### src/hdl/plbp_pkg.sv
// shared constants, types and state codes of the piecewise linear branch predictor
// used by the predictor's cell and top modules and by its port checker
`default_nettype none

package plbp_pkg;

  localparam int DEF_TABLE_COUNT = 16;
  localparam int DEF_HISTORY_LEN = 15;
  localparam int DEF_WEIGHT_BITS = 8;

  localparam int ADDR_W       = 4;
  localparam int ADDR_SLOTS   = 16;
  localparam int THRESH_W     = 11;
  localparam int THRESH_RESET = 54;

  localparam int SUM_FIELD_W   = 12;
  localparam int SUM_FIELD_MAX = 2047;
  localparam int SUM_FIELD_MIN = -2048;

  typedef enum logic [2:0] {
    ST_CLEAR,
    ST_IDLE,
    ST_READ,
    ST_ACCUM,
    ST_WRITE
  } plbp_state_t;

  // control broadcast from the sequencer to every cell
  typedef struct packed {
    logic rd_en;
    logic wr_en;
    logic clr;
    logic shift;
    logic taken;
  } plbp_ctrl_t;

endpackage

`default_nettype wire

### src/hdl/plbp_ram.sv
// generic single write port, single read port ram with registered read
// no dependencies
`default_nettype none

module plbp_ram #(
  parameter int WIDTH = 8,
  parameter int DEPTH = 256
) (
  input  wire logic                     clk,
  input  wire logic                     we,
  input  wire logic [$clog2(DEPTH)-1:0] waddr,
  input  wire logic [WIDTH-1:0]         wdata,
  input  wire logic                     re,
  input  wire logic [$clog2(DEPTH)-1:0] raddr,
  output logic      [WIDTH-1:0]         rdata
);

  logic [WIDTH-1:0] mem [DEPTH];

  always_ff @(posedge clk) begin
    if (we) begin
      mem[waddr] <= wdata;
    end
    if (re) begin
      rdata <= mem[raddr];
    end
  end

endmodule

`default_nettype wire

### src/hdl/plbp_cell.sv
// one history position: its weight bank, its history slot and one partial-sum stage
// depends on plbp_pkg and plbp_ram
`default_nettype none

module plbp_cell
  import plbp_pkg::*;
#(
  parameter int TABLE_COUNT = DEF_TABLE_COUNT,
  parameter int WEIGHT_BITS = DEF_WEIGHT_BITS,
  parameter int SUM_W       = 13,
  parameter bit BIAS        = 1'b0
) (
  input  wire logic                                    clk,
  input  wire logic                                    rst,
  input  wire plbp_ctrl_t                              ctrl,
  input  wire logic [$clog2(TABLE_COUNT)-1:0]          tbl,
  input  wire logic [$clog2(TABLE_COUNT*ADDR_SLOTS)-1:0] clear_row,
  input  wire logic [ADDR_W-1:0]                       hist_addr_in,
  input  wire logic                                    hist_taken_in,
  output logic      [ADDR_W-1:0]                       hist_addr,
  output logic                                         hist_taken,
  input  wire logic signed [SUM_W-1:0]                 psum_in,
  output logic      signed [SUM_W-1:0]                 psum
);

  localparam int ROWS  = TABLE_COUNT * ADDR_SLOTS;
  localparam int ROW_W = $clog2(ROWS);
  localparam logic signed [WEIGHT_BITS-1:0] W_MAX = {1'b0, {(WEIGHT_BITS-1){1'b1}}};
  localparam logic signed [WEIGHT_BITS-1:0] W_MIN = {1'b1, {(WEIGHT_BITS-1){1'b0}}};

  logic        [ROW_W-1:0]       row;
  logic        [ROW_W-1:0]       waddr;
  logic signed [WEIGHT_BITS-1:0] weight;
  logic signed [WEIGHT_BITS-1:0] wdata;
  logic signed [SUM_W-1:0]       wext;
  logic signed [SUM_W-1:0]       term;
  logic                          up;

  // bias position always uses address slot zero and always adds
  if (BIAS) begin : g_bias
    assign hist_addr  = '0;
    assign hist_taken = 1'b1;
  end else begin : g_hist
    always_ff @(posedge clk) begin
      if (rst) begin
        hist_addr  <= '0;
        hist_taken <= 1'b0;
      end else if (ctrl.shift) begin
        hist_addr  <= hist_addr_in;
        hist_taken <= hist_taken_in;
      end
    end
  end

  assign row   = {tbl, hist_addr};
  assign waddr = ctrl.clr ? clear_row : row;

  plbp_ram #(
    .WIDTH (WEIGHT_BITS),
    .DEPTH (ROWS)
  ) u_ram (
    .clk   (clk),
    .we    (ctrl.clr | ctrl.wr_en),
    .waddr (waddr),
    .wdata (wdata),
    .re    (ctrl.rd_en),
    .raddr (row),
    .rdata (weight)
  );

  assign wext = SUM_W'(weight);
  assign term = hist_taken ? wext : -wext;

  // partial sum moves one cell down the row each cycle
  always_ff @(posedge clk) begin
    psum <= psum_in + term;
  end

  // zero during the clear sweep, else a saturating step toward agreement with the resolved outcome
  assign up = (hist_taken == ctrl.taken);

  always_comb begin
    if (ctrl.clr) begin
      wdata = '0;
    end else if (up) begin
      wdata = (weight == W_MAX) ? weight : weight + WEIGHT_BITS'(1);
    end else begin
      wdata = (weight == W_MIN) ? weight : weight - WEIGHT_BITS'(1);
    end
  end

endmodule

`default_nettype wire

### config.mk
export PLATFORM = sky130hd
export DESIGN_NAME = plbp_cell
export DESIGN_NICKNAME = d
export VERILOG_FILES = /design/src/hdl/plbp_pkg.sv /design/src/hdl/plbp_ram.sv /design/src/hdl/plbp_cell.sv
export SDC_FILE = /design/constraint.sdc
export NUM_CORES = 2
export LEC_CHECK = 0
export BUFFER_PORTS_ARGS = -buffer_cell sky130_fd_sc_hd__buf_2
export CAP_MARGIN = 20
export CORE_ASPECT_RATIO = 1.5
export CORE_MARGIN = 2
export CORE_UTILIZATION = 40
export DETAILED_ROUTE_END_ITERATION = 12
export GPL_ROUTABILITY_DRIVEN = 0
export PLACE_DENSITY = 0.53
export SKIP_LAST_GASP = 1
export SLEW_MARGIN = 20
export SYNTH_ARGS = -nofsm -noshare
export SYNTH_HDL_FRONTEND = slang
export SYNTH_SLANG_ARGS = --single-unit
### constraint.sdc
create_clock -name clk -period 27.9 [get_ports clk]
set_input_delay 4.185 -clock clk [delete_from_list [all_inputs] [get_ports clk]]
set_output_delay 4.185 -clock clk [all_outputs]
set_load 0.01 [all_outputs]
# --- After elaboration in Yosys (flattened, before gate mapping) ---
# Memories as Yosys holds them, arrays and structs flattened. A register that Yosys moved wholly into a read port is not among the register bits.
# Index checks and enable logic that the tools add are counted.
word_totals:
  register_bits: 18
  out_inout_bits: 18
  word_cells: 20
  mem_count: 1
  ramBits: 2048
  inputBits: 37
mem_list:
  columns: ["memory", "depth", "width", "read_ports", "rd_clocked_by_memory_dff", "write_ports", "line", "rtl"]
  rows:
  - ["u_ram.mem", 256, 8, 1, 1, 1, "plbp_ram.sv:18", "logic [WIDTH-1:0] mem [DEPTH];"]
op_classes:
  eq_ne: 3
  n_mux: 8
  add_sub_neg: 4
  n_bitwise: 1
ops:
  columns: ["cell", "count"]
  rows:
  - ["$mux W8", 5]
  - ["$eq A8 B8 Y1 const B", 2]
  - ["$add A13 B13 Y13", 1]
  - ["$mux W13", 1]
  - ["$neg A8 Y13", 1]
  - ["$add A8 B2 Y8 const B", 1]
  - ["$sub A8 B2 Y8 const B", 1]
  - ["$mux W1", 2]
  - ["$eq A1 B1 Y1", 1]
  - ["$or A1 B1 Y1", 1]

# --- Longest topological paths before layout ---
depth:
  word_depth: 4
  mapped_depth: 11
  mapped_depth_nobuf: 11

# --- Modules after synthesis ---
# From an unflattened synthesis, not the netlist that was laid out.
hier_totals:
  cells_unflattened: 3928
  hier_area_um2: 81358.0
modules_own_cells:
  columns: ["module", "n_inst", "seq_area_each_um2", "area_per_inst_um2", "cells_each"]
  rows:
  - ["plbp_ram", 1, 61739.2, 79636.4, 3733]
  - ["plbp_cell", 1, 360.3, 1721.7, 195]

# --- Worst setup path before layout ---
# No wires, ideal clock.
synth_timing:
  kind: "input-to-reg"
  from: "input ctrl[2] (netlist bit)"
  to: "memory u_ram.mem[0][6], data pin"
  n_path_buf: 2
  path_slack_ns: 10.731
  arrival_time_ns: 14.922
  t_required_ns: 25.653
  stages: 3
  setup_ns: 2.247
  path_cell_list: "clkbuf_1 > clkbuf_1 > a211oi_1"
synth_via:
  elab_chain_cells: 1
synth_lines:
  columns: ["element", "line", "rtl"]
  rows:
  - ["start, declared", "plbp_cell.sv:15", "input wire plbp_ctrl_t ctrl,"]
  - ["$mux W8", "plbp_cell.sv:83", "if (ctrl.clr) begin"]
  - ["named net u_ram.wdata[6]", "plbp_ram.sv:12", "input wire logic [WIDTH-1:0] wdata,"]
  - ["end, declared", "plbp_ram.sv:18", null]
# The timed path passes the listed nets, and every way through them passes these cells.

# --- Final worst setup path ---
layout_timing:
  from: "input ctrl[0] (netlist bit)"
  to: "memory u_ram.mem[205][7], data pin"
layout_via:
  elab_chain_cells: 3
layout_lines:
  columns: ["element", "line", "rtl"]
  rows:
  - ["$eq A1 B1 Y1", "plbp_cell.sv:80", "assign up = (hist_taken == ctrl.taken);"]
  - ["$mux W8", "plbp_cell.sv:85", "end else if (up) begin"]
  - ["$mux W8", "plbp_cell.sv:83", null]
  - ["named net u_ram.wdata[7]", "plbp_ram.sv:12", null]
# The timed path passes the listed nets, and every way through them passes these cells.

==> summary.md <==
| Metric | Value |
|---|---|
| Run status | `finished, final reports clean` |
| Commonest non-fill, non-tap cell in the layout | `sky130_fd_sc_hd__edfxtp_1` |
| Crit path capture | `u_ram.mem[205][7]` |
| Number of flip-flops and latches in the synthesized netlist | `~2100` |
| Drt wl/cell | `30.14 um` |
| Minimum period implied by the final worst setup slack | `about 7500 ps` |
| Clock insertion delay at the later pin of the skew report | `840 ps` |
| Mapped Area | `80560 sq um` |
| Async set-or-reset flop fraction in the synthesized netlist | `0%` |
| Count of synthesis-stage warnings from yosys | `0` |
| Quantity of hold-fixing buffers added after cts | `0` |
| Total negative slack for setup checks | `0 ps` |
| Detailed Place HPWL | `around 120000 um` |
| Antenna-violating nets left | `0` |
| Worst slew margin relative to its limit | `28.01%` |
| CTS-repair resized insts | `0` |
| Initial antenna violation count | `5` |
| Part of the total power dissipated in sequential elements | `a little over half` |
| Port Buffers | `54` |
| Area of the die | `between 200000 and 250000 sq um` |
| CTS sink count | `slightly above 2000` |
| Nets | `~4000` |
| Final hold vios | `0` |
| Class of the worst hold path | `reg2reg` |
| Maximum fanout along the worst path | `slightly above 90` |
| Critical path launch point type | `primary input` |
| Post-route fraction of the period consumed by the critical path | `26.76%` |
| Switching share of power | `between 20% and 30%` |
| Average instance area after synthesis | `21.06 sq um` |
| Placement-stage cell area | `between 80000 and 90000 sq um` |
| CP max stage cell | `sky130_fd_sc_hd__buf_4` |
| CP endpoint kind | `flip-flop` |
| Required @ worst endpoint | `about 28000 ps` |
| Final worst slack | `roughly 20000 ps` |
| Number of maximum-capacitance constraint violations | `0` |
| Crit path cell chain | `buf_2, xnor2_1, mux2_2, nor2_4, buf_4, buf_4, buf_4` |
| Final setup violation count | `0` |
| Total routed wirelength | `around 200000 um` |
| Setup Buffers After CTS | `0` |
| Logic depth of the worst register-to-register path | `11` |
| Signal arrival time at the worst endpoint | `7940 ps` |
| Via count of the first global-routing pass | `39770` |
| Sequential element share of the synthesized area | `slightly below 80%` |
| First element of the critical path | `ctrl[0]` |
| Share of the synthesized area in the top cell type | `between 70% and 80%` |
| Worst setup slack before clock tree synthesis | `19520 ps` |
| End of the worst register-to-register path | `u_ram.mem[205][7]` |
| Dominant synthesized flop cell | `sky130_fd_sc_hd__edfxtp_1` |
| Largest area contributor in the netlist | `sky130_fd_sc_hd__edfxtp_1` |
| Int Power | `~0.0051 W` |
| Die outline width | `between 300 and 400 um` |
| Number of library cell types mapped by synthesis | `between 50 and 60` |
| Cell area power density | `73.22 nW/um^2` |
| Commonest cells after routing, fill and taps aside | `2056 x sky130_fd_sc_hd__edfxtp_1, 480 x sky130_fd_sc_hd__mux4_2, 288 x sky130_fd_sc_hd__nor2_1` |
| Initial core utilization | `between 40% and 50%` |
| Internal reg-to-reg setup slack | `roughly 22000 ps` |
| Count of flip-flops with a built-in enable after synthesis | `about 2100` |
| CTS Buffer Depth | `4` |
| Pin count of the biggest net entering global routing | `around 210` |
| Area growth syn-to-layout | `11.44%` |
| TritonCTS clock tree | `built` |
| Top-level port count | `55` |
| Number of DRC markers after the initial detailed-route iteration | `approximately 3800` |
| Power share of the clock group | `between 30 and 40%` |
| Static Leakage | `about 27 nW` |
| GRT Util Overall | `between 10% and 20%` |
| Vias | `38200` |
| Layout cells sized above 1 | `22.90%` |
| Vias per std cell | `between 5 and 6` |
| Slowest Stage Delay on Critical Path | `between 900 and 1000 ps` |
| Global-route wire length before repair | `roughly 290000 um` |
| Remaining DRCs | `0` |
| Max-slew violation total from the final report | `0` |
| Slew @ Worst Pin | `1077 ps` |
| Floorplan die height | `approximately 550 um` |
| Worst clock skew | `between 30 and 40 ps` |
| Dominant cells by area after synthesis | `sky130_fd_sc_hd__edfxtp_1 77%, sky130_fd_sc_hd__mux4_2 13%, sky130_fd_sc_hd__nor2_1 1.4%` |
| Most frequent CP cell | `sky130_fd_sc_hd__buf_4` |
| Detailed-routing iteration count for the pre-antenna-repair pass | `8` |
| Clock slew at reported path FFs | `around 60 ps` |
| Maximum vdd drop | `a little under 50 uV` |
| Number of clock buffers inserted by TritonCTS | `around 190` |
| F_max | `roughly 0.13 GHz` |
| Number of H-tree levels | `4` |
| Number of core rows | `201` |
| Category of the critical setup timing path | `in2reg` |
| CORE AREA | `~200000 sq um` |
| Post-route cell area | `89770 sq um` |
| Critical register-to-register path startpoint | `u_ram.rdata[0]` |
| Switching power summed over all nets | `0.001450 W` |
| Number of instances in the synthesized netlist | `~3800` |
| Cell at the root of the clock tree | `sky130_fd_sc_hd__clkbuf_16` |
| Post-synthesis net count | `just under 4000` |
| Unrepaired setup endpoints after global routing | `false` |
| Gr ovfl total | `0` |
| Portion of total power attributed to combinational logic | `7.0%` |
-- Yosys cell counts, drive strengths merged, types with 2 or more instances --
master  count
edfxtp   2056
mux4      480
nor2      296
buf       124
clkbuf    111
nand2     104
o22ai      99
mux2i      80
a22oi      73
nor3       37
a211oi     36
a221oi     32
a22o       32
o32a       32
a21oi      25
a31oi      19
dfxtp      18
ha         17
nand3      15
xor2       12
inv        11
mux2       10
o21ai      10
or3        10
a21o        9
nand2b      9
xnor2       9
a221o       8
nor2b       6
or2         6
and2        5
nor3b       5
nand3b      4
nand4       3
a211o       2
a32oi       2
and3        2
o32ai       2
or4         2
-- power groups by stage --
stage | Combinational, W | Clock [W] | Sequential, W
final | 0.000462 | 0.00258 | 0.00353
after global routing | 0.000497 | 0.00274 | 0.00353
after CTS | 0.000470 | 0.00263 | 0.00353
after detailed placement | 0.000469 | 0 | 0.00360
after global placement | 0.000465 | 0 | 0.00360
after floorplan | 0.000266 | 0 | 0.00364
-- stage by stage --
| stage | total power (W) | hold WS (ps) | std cells | utilization, % |
|---|---|---|---|---|
| 3_3_place_gp | 0.004064 | 725.5 | 6357 | 41.83 |
| 4_1_cts | 0.006631 | 759.1 | 6684 | 44.85 |
| 3_5_place_dp | 0.004069 | 750.8 | 6357 | 41.84 |
| 5_1_grt | 0.006767 | 794.5 | 6688 | 44.90 |
| 2_1_floorplan | 0.003906 | 561.0 | 3825 | - |
| 6_report | 0.006573 | 748.9 | 6689 | 44.90 |
-- worst min-delay path by stage --
stage                         from         end  slack, ps  depth (start not counted)
floorplan           u_ram.rdata[0]     psum[0]        560                          1
global placement        hist_taken  hist_taken        730                          2
detailed placement      hist_taken  hist_taken        750                          2
CTS                     hist_taken  hist_taken        760                          2
global route            hist_taken  hist_taken        790                          2
finish                  hist_taken  hist_taken        750                          2
-- cells by family after synthesis --
logic type | synth area share [%]
adder cells (fa/ha/maj) | 0.2889
multiplexers | 14.55
flip-flops | 77.09
buffers and inverters | 1.617
XOR/XNOR | 0.2283
AND/OR/NAND/NOR | 2.679
AO/OA/AOI/OAI | 3.544
-- flip-flops by register name (all words and copies together) (netlist names) --
register	flops
hist_taken	1
u_ram.mem	2048
hist_addr	4
u_ram.rdata	8
psum	13
-- final cells by class --
class,instances,area (sq um)
antenna,2,5.005
timing repair buffer,131,1003
tap,2639,3302
clock buffer,204,4786
clock inverter,123,1234
fill,16810,110200
sequential,2074,62110
multi-input combinational,1505,17290
inverter,11,41.29
-- worst max-delay path: cells and delay by family --
| family | cells | cell delay, ps |
|---|---|---|
| and+or+nand+nor | 1 | 70 |
| xor gates and xnor gates | 1 | 320 |
| muxes | 1 | 410 |
| buffers and inverters | 4 | 2560 |
-- routing by layer --
layer	vias to the layer above	GRT usage [%]	wire length [um]
met4	4	5.753	5511
li1	16170	-	-
met5	-	0	28
met2	1173	34.74	106900
met1	20570	25.01	78500
met3	281	2.626	10670
(Power assumes the default switching activity.)
